===== config.mk =====
export PLATFORM = sky130hd
export DESIGN_NAME = modbus_rtu_input_register_poller_top
export DESIGN_NICKNAME = d
export VERILOG_FILES = /design/src/rtl/core/mbpoll_pkg.sv /design/src/rtl/core/modbus_rtu_input_register_poller_top.sv
export SDC_FILE = /design/constraint.sdc
export NUM_CORES = 1
export LEC_CHECK = 0
export ABC_AREA = 1
export BUFFER_PORTS_ARGS = -buffer_cell sky130_fd_sc_hd__buf_2
export CAP_MARGIN = 10
export CORE_MARGIN = 2
export CORE_UTILIZATION = 45
export DETAILED_ROUTE_END_ITERATION = 8
export HOLD_SLACK_MARGIN = 0.06
export SLEW_MARGIN = 20
export SYNTH_ARGS = -nofsm -noshare
export SYNTH_HDL_FRONTEND = slang
export SYNTH_SLANG_ARGS = --single-unit

===== constraint.sdc =====
create_clock -name clk -period 7.59 [get_ports clk]
set_clock_uncertainty 0.15 [all_clocks]
set_input_delay 0.3795 -clock clk [delete_from_list [all_inputs] [get_ports clk]]
set_output_delay 0.3795 -clock clk [all_outputs]
set_load 0.01 [all_outputs]

===== src/rtl/core/mbpoll_pkg.sv =====
// Package for the Modbus RTU input register poller.
// Holds the item and status codes, register indexes and the CRC-16 byte update.
// Used by modbus_rtu_input_register_poller_top, poll_checker and tb; depends on nothing else.
package mbpoll_pkg;

  localparam int MAX_REGS  = 32;
  localparam int REG_IDX_W = $clog2(MAX_REGS);
  localparam int COUNT_W   = 6;

  localparam logic [7:0]  FUNC_READ_INPUT  = 8'h04;
  localparam logic [15:0] CRC_INIT         = 16'hFFFF;
  localparam logic [15:0] CRC_POLY         = 16'hA001;
  localparam logic [5:0]  COUNT_RESET      = 6'd1;
  localparam logic [15:0] TIMEOUT_RESET    = 16'd150;

  // Input item kinds.
  localparam logic [1:0] KIND_START = 2'd0;
  localparam logic [1:0] KIND_BYTE  = 2'd1;
  localparam logic [1:0] KIND_TICK  = 2'd2;

  // Result item kinds.
  localparam logic [1:0] OUT_TX     = 2'd0;
  localparam logic [1:0] OUT_REG    = 2'd1;
  localparam logic [1:0] OUT_STATUS = 2'd2;

  // Poll status codes.
  localparam logic [1:0] STAT_OK      = 2'd0;
  localparam logic [1:0] STAT_TIMEOUT = 2'd1;
  localparam logic [1:0] STAT_CRC     = 2'd2;
  localparam logic [1:0] STAT_HEADER  = 2'd3;

  // Register indexes, selected by paddr[2].
  localparam logic REG_IDX_COUNT   = 1'b0;
  localparam logic REG_IDX_TIMEOUT = 1'b1;

  // CRC-16/Modbus over one byte, reflected polynomial.
  function automatic logic [15:0] crc_feed(input logic [15:0] crc, input logic [7:0] b);
    logic [15:0] c;
    c = crc ^ {8'h00, b};
    for (int k = 0; k < 8; k++) begin
      if (c[0]) begin
        c = (c >> 1) ^ CRC_POLY;
      end else begin
        c = c >> 1;
      end
    end
    return c;
  endfunction

endpackage


===== src/rtl/core/modbus_rtu_input_register_poller_top.sv =====
// Modbus RTU master for function 04 (read input registers), single poll at a time.
// Depends on mbpoll_pkg for codes and the CRC byte update.
//
//   Channel  Signals                                   Direction  Transfer when
//   input    in_valid, in_stall, kind, slave_address,  in         in_valid && !in_stall
//            rx_byte
//   output   out_valid, out_stall, out_kind, tx_byte,  out        out_valid && !out_stall
//            reg_index, reg_value, poll_status, last
//   config   psel, penable, pwrite, paddr, pwdata,     in/out     psel && penable && pwrite
//            prdata, pready
//
// A received byte or a tick is taken while the block is idle. A start poll emits eight request
// bytes, one per cycle while the output is free. A good reply emits each register through
// a read of the register buffer memory and then an output load, then the status.
// Reset is synchronous; the register buffer has no clearing pass and needs none.
// The input is stalled whenever the block is busy emitting; the output register lets
// the block take the next item while the last result still waits.
module modbus_rtu_input_register_poller_top (
  input  logic                clk,
  input  logic                rst,
  input  logic                in_valid,
  output logic                in_stall,
  input  logic [1:0]          kind,
  input  logic [7:0]          slave_address,
  input  logic [7:0]          rx_byte,
  output logic                out_valid,
  input  logic                out_stall,
  output logic [1:0]          out_kind,
  output logic [7:0]          tx_byte,
  output logic [4:0]          reg_index,
  output logic signed [15:0]  reg_value,
  output logic [1:0]          poll_status,
  output logic                last,
  input  logic                psel,
  input  logic                penable,
  input  logic                pwrite,
  input  logic [2:0]          paddr,
  input  logic [31:0]         pwdata,
  output logic [31:0]         prdata,
  output logic                pready
);

  typedef enum logic [2:0] {
    S_IDLE,
    S_TX,
    S_RD,
    S_REG,
    S_STAT
  } state_t;

  state_t state;

  // Configuration registers.
  logic [5:0]  register_count;
  logic [15:0] response_timeout;

  // Poll state.
  logic        waiting;
  logic [7:0]  polled_slave;
  logic [5:0]  poll_count;
  logic [6:0]  bytes_rcvd;
  logic [15:0] rx_crc;
  logic [15:0] ticks;
  logic [7:0]  hdr [0:2];
  logic [7:0]  high_latch;
  logic [2:0]  tx_cnt;
  logic [15:0] tx_crc;
  logic [mbpoll_pkg::REG_IDX_W-1:0] rd_idx;
  logic [1:0]  stat_code;

  // Register buffer memory.
  logic [15:0] reg_mem [0:mbpoll_pkg::MAX_REGS-1];
  logic [15:0] rd_data;
  logic        mem_we;
  logic [mbpoll_pkg::REG_IDX_W-1:0] mem_waddr;

  logic        in_fire;
  logic        out_free;
  logic        out_load;
  logic        cfg_wr;
  logic [5:0]  count_clamped;
  logic [6:0]  frame_len;
  logic [6:0]  data_end;
  logic [6:0]  data_off;
  logic [6:0]  bytes_next;
  logic [15:0] rx_crc_next;
  logic [15:0] ticks_next;
  logic        hdr_bad;
  logic [7:0]  tx_sel;
  logic        rd_last;

  assign pready   = 1'b1;
  assign in_stall = (state != S_IDLE);
  assign in_fire  = in_valid && !in_stall;
  assign out_free = !out_valid || !out_stall;
  assign out_load = out_free && ((state == S_TX) || (state == S_REG) || (state == S_STAT));
  assign cfg_wr   = psel && penable && pwrite && pready;

  always_comb begin
    case (paddr[2])
      mbpoll_pkg::REG_IDX_COUNT:   prdata = {26'd0, register_count};
      mbpoll_pkg::REG_IDX_TIMEOUT: prdata = {16'd0, response_timeout};
      default:                     prdata = 32'd0;
    endcase
  end

  always_comb begin
    if (register_count == 6'd0) begin
      count_clamped = 6'd1;
    end else if (register_count > 6'(mbpoll_pkg::MAX_REGS)) begin
      count_clamped = 6'(mbpoll_pkg::MAX_REGS);
    end else begin
      count_clamped = register_count;
    end
  end

  always_comb begin
    frame_len   = 7'd5 + {poll_count, 1'b0};
    data_end    = 7'd3 + {poll_count, 1'b0};
    data_off    = bytes_rcvd - 7'd3;
    bytes_next  = bytes_rcvd + 7'd1;
    rx_crc_next = mbpoll_pkg::crc_feed(rx_crc, rx_byte);
    ticks_next  = (ticks == 16'hFFFF) ? ticks : ticks + 16'd1;
    hdr_bad     = (hdr[0] != polled_slave) || (hdr[1] != mbpoll_pkg::FUNC_READ_INPUT) ||
                  (hdr[2] != {1'b0, poll_count, 1'b0});
    mem_we      = in_fire && (kind == mbpoll_pkg::KIND_BYTE) && waiting &&
                  (bytes_rcvd >= 7'd3) && (bytes_rcvd < data_end) && data_off[0];
    mem_waddr   = data_off[mbpoll_pkg::REG_IDX_W:1];
    rd_last     = ({1'b0, rd_idx} + 6'd1) == poll_count;
  end

  always_comb begin
    case (tx_cnt)
      3'd0:    tx_sel = polled_slave;
      3'd1:    tx_sel = mbpoll_pkg::FUNC_READ_INPUT;
      3'd5:    tx_sel = {2'b00, poll_count};
      3'd6:    tx_sel = tx_crc[7:0];
      3'd7:    tx_sel = tx_crc[15:8];
      default: tx_sel = 8'h00;
    endcase
  end

  // A register is written at least two bytes (the CRC) before the frame ends, so the read
  // that follows the final byte never meets a pending write to the same entry.
  always_ff @(posedge clk) begin
    if (mem_we) begin
      reg_mem[mem_waddr] <= {high_latch, rx_byte};
    end
    rd_data <= reg_mem[rd_idx];
  end

  always_ff @(posedge clk) begin
    if (rst) begin
      state            <= S_IDLE;
      out_valid        <= 1'b0;
      register_count   <= mbpoll_pkg::COUNT_RESET;
      response_timeout <= mbpoll_pkg::TIMEOUT_RESET;
      waiting          <= 1'b0;
      polled_slave     <= 8'd0;
      poll_count       <= 6'd1;
      bytes_rcvd       <= 7'd0;
      rx_crc           <= mbpoll_pkg::CRC_INIT;
      ticks            <= 16'd0;
      tx_cnt           <= 3'd0;
      tx_crc           <= mbpoll_pkg::CRC_INIT;
      rd_idx           <= '0;
      stat_code        <= mbpoll_pkg::STAT_OK;
    end else begin
      out_valid <= out_load || (out_valid && out_stall);
      if (cfg_wr) begin
        case (paddr[2])
          mbpoll_pkg::REG_IDX_COUNT:   register_count   <= pwdata[5:0];
          mbpoll_pkg::REG_IDX_TIMEOUT: response_timeout <= pwdata[15:0];
          default: ;
        endcase
      end

      case (state)
        S_IDLE: begin
          if (in_fire) begin
            case (kind)
              mbpoll_pkg::KIND_START: begin
                waiting      <= 1'b1;
                polled_slave <= slave_address;
                poll_count   <= count_clamped;
                bytes_rcvd   <= 7'd0;
                rx_crc       <= mbpoll_pkg::CRC_INIT;
                ticks        <= 16'd0;
                tx_cnt       <= 3'd0;
                tx_crc       <= mbpoll_pkg::CRC_INIT;
                state        <= S_TX;
              end
              mbpoll_pkg::KIND_BYTE: begin
                if (waiting) begin
                  rx_crc     <= rx_crc_next;
                  bytes_rcvd <= bytes_next;
                  if (bytes_rcvd < 7'd3) begin
                    hdr[bytes_rcvd[1:0]] <= rx_byte;
                  end else if (bytes_rcvd < data_end && !data_off[0]) begin
                    high_latch <= rx_byte;
                  end
                  if (bytes_next == frame_len) begin
                    waiting <= 1'b0;
                    rd_idx  <= '0;
                    if (rx_crc_next != 16'd0) begin
                      stat_code <= mbpoll_pkg::STAT_CRC;
                      state     <= S_STAT;
                    end else if (hdr_bad) begin
                      stat_code <= mbpoll_pkg::STAT_HEADER;
                      state     <= S_STAT;
                    end else begin
                      stat_code <= mbpoll_pkg::STAT_OK;
                      state     <= S_RD;
                    end
                  end
                end
              end
              mbpoll_pkg::KIND_TICK: begin
                if (waiting) begin
                  ticks <= ticks_next;
                  if (ticks_next >= response_timeout) begin
                    waiting   <= 1'b0;
                    stat_code <= mbpoll_pkg::STAT_TIMEOUT;
                    state     <= S_STAT;
                  end
                end
              end
              default: ;
            endcase
          end
        end
        S_TX: begin
          if (out_free) begin
            out_kind    <= mbpoll_pkg::OUT_TX;
            tx_byte     <= tx_sel;
            reg_index   <= 5'd0;
            reg_value   <= 16'sd0;
            poll_status <= 2'd0;
            last        <= (tx_cnt == 3'd7);
            if (tx_cnt < 3'd6) begin
              tx_crc <= mbpoll_pkg::crc_feed(tx_crc, tx_sel);
            end
            tx_cnt <= tx_cnt + 3'd1;
            if (tx_cnt == 3'd7) begin
              state <= S_IDLE;
            end
          end
        end
        S_RD: begin
          state <= S_REG;
        end
        S_REG: begin
          if (out_free) begin
            out_kind    <= mbpoll_pkg::OUT_REG;
            tx_byte     <= 8'd0;
            reg_index   <= 5'(rd_idx);
            reg_value   <= $signed(rd_data);
            poll_status <= 2'd0;
            last        <= 1'b0;
            if (rd_last) begin
              state <= S_STAT;
            end else begin
              rd_idx <= rd_idx + 1'b1;
              state  <= S_RD;
            end
          end
        end
        S_STAT: begin
          if (out_free) begin
            out_kind    <= mbpoll_pkg::OUT_STATUS;
            tx_byte     <= 8'd0;
            reg_index   <= 5'd0;
            reg_value   <= 16'sd0;
            poll_status <= stat_code;
            last        <= 1'b1;
            state       <= S_IDLE;
          end
        end
        default: state <= S_IDLE;
      endcase
    end
  end

  // Register values are only sent once the reply has closed the poll.
  a_reg_after_close: assert property (@(posedge clk) disable iff (rst)
    (out_valid && out_kind == mbpoll_pkg::OUT_REG) |-> !waiting)
    else $error("register value sent while a reply is still expected");

  // An open poll never holds a complete frame.
  a_frame_bound: assert property (@(posedge clk) disable iff (rst)
    waiting |-> (bytes_rcvd < frame_len))
    else $error("byte count reached the frame length with the poll still open");

  // The read index stays inside the polled count while registers are sent.
  a_rd_range: assert property (@(posedge clk) disable iff (rst)
    (state == S_RD || state == S_REG) |-> ({1'b0, rd_idx} < poll_count))
    else $error("register read index beyond the polled count");

  // A start transfer always leads into the request transmission.
  a_start_tx: assert property (@(posedge clk) disable iff (rst)
    (in_fire && kind == mbpoll_pkg::KIND_START) |=> (state == S_TX && waiting))
    else $error("start poll did not begin the request");

endmodule


# Word-level counts from Yosys, hierarchy flattened
# Memory sizes are Yosys's and may differ from the RTL's. A register that Yosys moved wholly into a read port is not among the register bits.
# Index checks and enable logic that the tools add are counted.
[word_totals] reg_bits=148 latchBits=0 mem_bits_rw=536 romBits=0 input_bits=60 wordCells=278 n_memories=2
[mem_list] name="reg_mem" words=32 word_bits=16 read_ports=1 rd_clocked_by_memory_dff=1 wr=1 line_no="modbus_rtu_input_register_poller_top.sv:72" source="logic [15:0] reg_mem [0:mbpoll_pkg::MAX_REGS-1];"
[mem_list] name="hdr" words=3 word_bits=8 read_ports=3 rd_clocked_by_memory_dff=0 wr=1 line_no="modbus_rtu_input_register_poller_top.sv:64" source="logic [7:0] hdr [0:2];"
[classes] add_sub_neg=8 mul=0 n_div=0 n_lt_le_gt_ge=6 n_eq_ne=39 shifts=0 muxes=125 bitwise_logic=21 n_reduce_logical=56
[op_table] cell="16-bit 2-to-1 mux" count=53
[op_table] cell="16-bit one-hot mux with 2 select lines" count=4
[op_table] cell="32-bit one-hot mux with 2 select lines" count=1
[op_table] cell="2-bit NOT with 3-bit output" count=16
[op_table] cell="3-bit 2-to-1 mux" count=15
[op_table] cell="5-bit 2-to-1 mux" count=8
[op_table] cell="8-bit one-hot mux with 5 select lines" count=1
[op_table] cell="16-bit by 8-bit XOR with 16-bit output" count=2
[op_table] cell="4-bit AND reduction" count=6
[op_table] cell="2-bit != test, second input constant" count=11
[op_table] cell="7-bit AND reduction" count=3
[op_table] cell="2-bit 2-to-1 mux" count=10
[op_table] cell="5-bit one-hot mux with 2 select lines" count=2
[op_table] cell="16-bit by 1-bit adder with 16-bit output, second input constant" count=1
[op_table] cell="16-bit equality test, second input constant" count=1
[op_table] cell="16-bit greater-or-equal comparator" count=1
[op_table] cell="1-bit 2-to-1 mux" count=16
[op_table] cell="8-bit 2-to-1 mux" count=2
[op_table] cell="8-bit one-hot mux with 2 select lines" count=1
[op_table] cell="16-bit nonzero test" count=1
[op_table] cell="2-bit nonzero test" count=8
[op_table] cell="3-bit one-hot mux with 5 select lines" count=1
[op_table] cell="2-bit by 1-bit != test with 1-bit output, second input constant" count=7
[op_table] cell="7-bit one-hot mux with 2 select lines" count=1
[op_table] cell="other kinds (44)" count=83

# Depth between registers and ports, before layout
[logic_depth] depth_word=50 depth_mapped=25 mapped_depth_nobuf=25

# Worst setup path before layout
# Ideal clock, no wire load.
[synth_timing] path_type="register -> register" start="register poll_count[1]" end="memory reg_mem[10][0] (enable)" setup_time_ns=0.388 arrival_ns=3.121 required_time_ns=7.052 slack_ns=3.931 path_stages_with_launch=15 path_buffers=0 synth_period_minus_slack_ns=3.659 path_cell_list="dfxtp_1 > ha_1 > nand2_1 > inv_1 > nand2_1 > xor2_1 > a21oi_1 > ha_1 > nand2_1 > inv_1 > nand4_1 > o211ai_1 > nor4_4 > nand3_4 > nor2_1"
[synth_via] elab_chain_cells=6
[synth_rtl] element="from (decl)" line_no="modbus_rtu_input_register_poller_top.sv:60" source="logic [5:0] poll_count;"
[synth_rtl] element="from (signal assigned)" line_no="modbus_rtu_input_register_poller_top.sv:185" source="poll_count <= count_clamped;"
[synth_rtl] element="2-bit by 7-bit adder with 7-bit output" line_no="modbus_rtu_input_register_poller_top.sv:119" source="data_end = 7'd3 + {poll_count, 1'b0};"
[synth_rtl] element="7-bit < comparator" line_no="modbus_rtu_input_register_poller_top.sv:127" source="(bytes_rcvd >= 7'd3) && (bytes_rcvd < data_end) && data_off[0];"
[synth_rtl] element="1-bit logical AND (2 in series)" line_no="modbus_rtu_input_register_poller_top.sv:127"
[synth_rtl] element="1-bit 2-to-1 mux" line_no="modbus_rtu_input_register_poller_top.sv:146" source="if (mem_we) begin"
[synth_rtl] element="1-bit 2-to-1 mux (implied by the code)" line_no="modbus_rtu_input_register_poller_top.sv:147" source="reg_mem[mem_waddr] <= {high_latch, rx_byte};"
[synth_rtl] element="to (decl)" line_no="modbus_rtu_input_register_poller_top.sv:72"
# No other way between the ends.

# Worst setup path after layout
[layout_timing] start="register poll_count[2]" end="memory reg_mem[6][15] (enable)"
# The elaborated chain is that of the path after synthesis.

==> flow_results.org <==
** Power
- Net switching share of the total power :: 22.3%
- For this design the ratio of total power to cell area is 243 mW/mm^2.
- Clock power frac :: 42.9%
- Relative contribution of combinational cells to total power :: 5.6%
- Cell-internal power :: 0.00636 W
- Leakage power :: 12.3 nW
- Power dissipated by switching net loads :: 0.00183 W
- Share of power burned in registers :: 51.5%
- VDD sags by at most 146 uV.

** CTS
- CTS root buf :: sky130_fd_sc_hd__clkbuf_16
- TritonCTS built the clock tree.
- Number of buffers on the longest clock path :: 3
- The number of clock buffers added by TritonCTS is 74.
- Clock latency on the worst-skew pair, taken at its later pin, is 0.61 ns.
- Level count of the clock H-tree :: 3
- Clock tree sinks :: 700
- Clock-pin slew was measured on the worst setup and hold paths at 0.06 ns.

** STA
- For the pin with the worst max-slew slack, the measured transition is 1.03 ns.
- Final sum of negative setup slack :: 0 ns
- Number of max-slew violations in the final report :: 0
- Fmax :: 0.249 GHz
- The count of endpoints failing hold in the final timing report is 0.
- Setup violations remaining at the end of the flow were counted as 0.
- Measured against its own limit, the worst slew margin works out to 30.4%.
- Counting I/O delays and the setup requirement, the final critical path takes 4.02 ns.
- Setup repair after global routing missed its margin :: false
- Hold WS :: 0.123 ns
- Dividing the final minimum period by the clock period gives 53.0%.

** Floorplanning
- Placement Rows :: 94
- Initial Utilization :: 45.3%
- Core outline area :: 0.0655 sq mm
- Overall die area :: 0.0681 sq mm
- Die outline width :: 261 um
- During I/O placement, the number of pins put on the boundary was 129.
- Die Span Y :: 261 um

** Routing
- Once detail routing completed, the nets flagged for antenna violations numbered 0.
- Routed Wire Length :: 78.8 mm
- Total number of vias :: 20,900
- Average detailed-routed wire length per instance :: 21.2 um
- For this run, the detailed router's first-pass iteration total came to 5.
- Vias per inst :: 5.61
- DRC :: 0
- Initial detailed-routing violation count :: 1,897

** Synth
- After synthesis, the largest family of logic cells by area is compound AO/OA/AOI/OAI gates.
- Netlist area before placement :: 0.0297 sq mm
- Number of flops mapped to enable cells by yosys :: 578
- Number of warnings reported in the yosys synthesis log :: 0
- Summing the areas of all and, or, nand and nor instances in the mapped netlist gives 12.6% of the synthesized area.
- Total of flip-flops plus latches after synthesis :: 700
- Synthesized area divided by synthesized cell count :: 11.1 sq um
- Count of distinct cell types in the synthesized netlist :: 49
- Among all flip-flop cells after synthesis, the most frequent one is sky130_fd_sc_hd__edfxtp_1.
- The top cell type by area accounts for 58.4% of the synthesized area.
- Sequential cells were found to cover 66.7% of the synthesized design area.
- Multiplexer share of the synthesized area :: 0%
- The synthesized netlist devotes 1.69% of its cell area to adder and majority cells.
- Fraction of the mapped netlist area in compound gates :: 12.7%
- Summing the areas of all xor and xnor instances in the mapped netlist gives 1.74% of the synthesized area.
- After technology mapping, the gate count stands at 2,686.
- By area the synthesized netlist is led by sky130_fd_sc_hd__edfxtp_1 (58%), sky130_fd_sc_hd__dfxtp_1 (8.2%), sky130_fd_sc_hd__o21ai_0 (6.2%).
- Share of flip-flops with an asynchronous set or reset :: 0%
- The synthesized design spends more area on one cell type than any other, namely sky130_fd_sc_hd__edfxtp_1.

** Final layout
- In the layout the commonest cells are sky130_fd_sc_hd__edfxtp_1 (578), sky130_fd_sc_hd__nor2_1 (448), sky130_fd_sc_hd__o21ai_0 (365), sky130_fd_sc_hd__nand2_1 (284), sky130_fd_sc_hd__inv_1 (156).
- The finished cells cover 0.0338 sq mm.
- Layout Cells excl Fill :: 3,718
- Layout cells sized above 1 :: 10.3%
- Diodes inserted :: 0
- Nets@finish :: 2,895
- Filler cell count :: 5,706
- The area growth from synthesis to layout is 13.7%.
- The library cell used most frequently in the layout, excluding fill and tap cells, is sky130_fd_sc_hd__edfxtp_1.

** GRT
- Wire length of the first global-routing pass :: 118 mm
- Largest net degree at the start of global routing :: 157
- Global routing usage summed across all routing layers :: 23.0%
- Total congestion overflow :: 0
- Initial antenna violation count :: 2
- The via count of the first global-routing pass was 20,000.

** Setup path
- Start-to-end type of the worst setup path :: reg -> reg
- Worst Setup End Kind :: flop
- For the worst setup path, the data arrival time is 4.16 ns.
- Crit path max fanout :: 16
- Data required time at the worst endpoint :: 7.73 ns
- The worst setup path is launched from a flop.

** Status
- The flow ran to the end, and the final reports show no timing, DRC or antenna violations.

** Place
- Routability-driven placement finished with a final weighted congestion of 0.860.
- Count of buffers from port buffering :: 93
- Post-placement cell area :: 0.0311 sq mm
- Including well taps, the total number of placed cells is 3,552.
- HPWL Detailed :: 46.3 mm

** Job
- Max capacitance violation total :: 0

** Min path
- Min-Delay Path Class :: in -> reg
-- final cells by class --
cell class | instances | area, sq um | area share [%]
flip-flops and latches | 700 | 19800 | 58.7
multi-input cells | 1665 | 8620 | 25.5
clock buffers | 99 | 2040 | 6.04
repair buffers | 182 | 1230 | 3.65
well taps | 864 | 1080 | 3.20
inverters | 172 | 661 | 1.96
clock inverters | 36 | 317 | 0.938
-- cells by family (layout without fill, tap and decap cells) --
family / count (synthesis) / after routing
compound gates: 646 / 646
xor+xnor: 59 / 59
fa+ha+maj: 40 / 40
buf+inv: 336 / 489
flops: 700 / 700
other cells: 2 / 17
simple gates: 903 / 903
-- synthesized netlist by cell type (39+ instances only) --
cell type	instances
sky130_fd_sc_hd__edfxtp_1	578
sky130_fd_sc_hd__ha_1	40
sky130_fd_sc_hd__nand2_1	284
sky130_fd_sc_hd__o21ai_0	365
sky130_fd_sc_hd__clkbuf_1	127
sky130_fd_sc_hd__o221ai_1	91
sky130_fd_sc_hd__o22ai_1	39
sky130_fd_sc_hd__inv_1	159
sky130_fd_sc_hd__nand3_1	112
sky130_fd_sc_hd__nor2_1	449
sky130_fd_sc_hd__dfxtp_1	122
sky130_fd_sc_hd__a21oi_1	91
-- final timing paths --
check	start	slack (ns)	to	cells after the start
setup / recovery	poll_count[2]	3.57	reg_mem[6][15]	15
hold / removal	in_valid	0.12	tx_cnt[0]	4
setup reg to reg	poll_count[2]	3.57	reg_mem[6][15]	15
hold reg to reg	rx_crc[13]	0.33	rx_crc[13]	2
-- power by group through the flow --
stage / clock network [W] / logic [W] / registers (W)
after floorplan: 0 / 0.000299 / 0.00430
after global placement: 0 / 0.000438 / 0.00429
after detailed placement: 0 / 0.000449 / 0.00430
after CTS: 0.00357 / 0.000462 / 0.00422
after global routing: 0.00372 / 0.000520 / 0.00422
final: 0.00351 / 0.000463 / 0.00422
-- critical path, stage by stage, from the launching register on --
cell                       delay [ns]
sky130_fd_sc_hd__dfxtp_1         0.55
sky130_fd_sc_hd__ha_1            0.24
sky130_fd_sc_hd__nand2_1         0.06
sky130_fd_sc_hd__inv_1           0.08
sky130_fd_sc_hd__nand2_1         0.06
sky130_fd_sc_hd__xor2_1          0.23
sky130_fd_sc_hd__a21oi_1         0.10
sky130_fd_sc_hd__ha_1            0.30
sky130_fd_sc_hd__nand2_1         0.09
sky130_fd_sc_hd__inv_1           0.04
sky130_fd_sc_hd__nand4_1         0.07
sky130_fd_sc_hd__o211ai_1        0.18
sky130_fd_sc_hd__nor4_4          0.73
sky130_fd_sc_hd__nand3_4         0.29
sky130_fd_sc_hd__nor2_1          0.18
sky130_fd_sc_hd__buf_4           0.31
-- registers in the layout (all words and copies together), names as in the netlist, 2 cells and up --
| signal | cells |
|---|---|
| tx_crc | 16 |
| stat_code | 2 |
| hdr | 24 |
| out_kind | 2 |
| state | 3 |
| tx_cnt | 3 |
| register_count | 6 |
| rx_crc | 16 |
| poll_status | 2 |
| reg_index | 5 |
| response_timeout | 16 |
| bytes_rcvd | 7 |
| ticks | 16 |
| high_latch | 8 |
| rd_data | 16 |
| poll_count | 6 |
| reg_mem | 512 |
| reg_value | 16 |
| rd_idx | 5 |
| tx_byte | 8 |
| polled_slave | 8 |
-- metal layers --
layer,vias up,track usage (%),share of wire [%]
met3,138,4.29,7.3
met5,-,0,0.017
met1,10200,30.0,41
li1,9768,-,-
met2,733,38.2,48
met4,2,9.06,3.6
-- what timing repair did --
action / CTS / global route
hold buffers: 29 / 0
endpoints found under the hold margin: 34 / 0
buffers inserted: 0 / 0
resized for setup: 0 / 0
endpoints found under the setup margin: 0 / 0
-- metrics by stage --
step | setup WS [ns] | total power (W) | util [%]
6_report | 3.57 | 0.00819 | 51.5
5_1_grt | 3.21 | 0.00846 | 51.5
4_1_cts | 3.56 | 0.00824 | 51.5
3_5_place_dp | 3.57 | 0.00475 | 47.4
3_3_place_gp | 3.60 | 0.00473 | 47.4
2_1_floorplan | 3.93 | 0.00460 | -
Note: power is estimated with default switching activity, not from simulation.
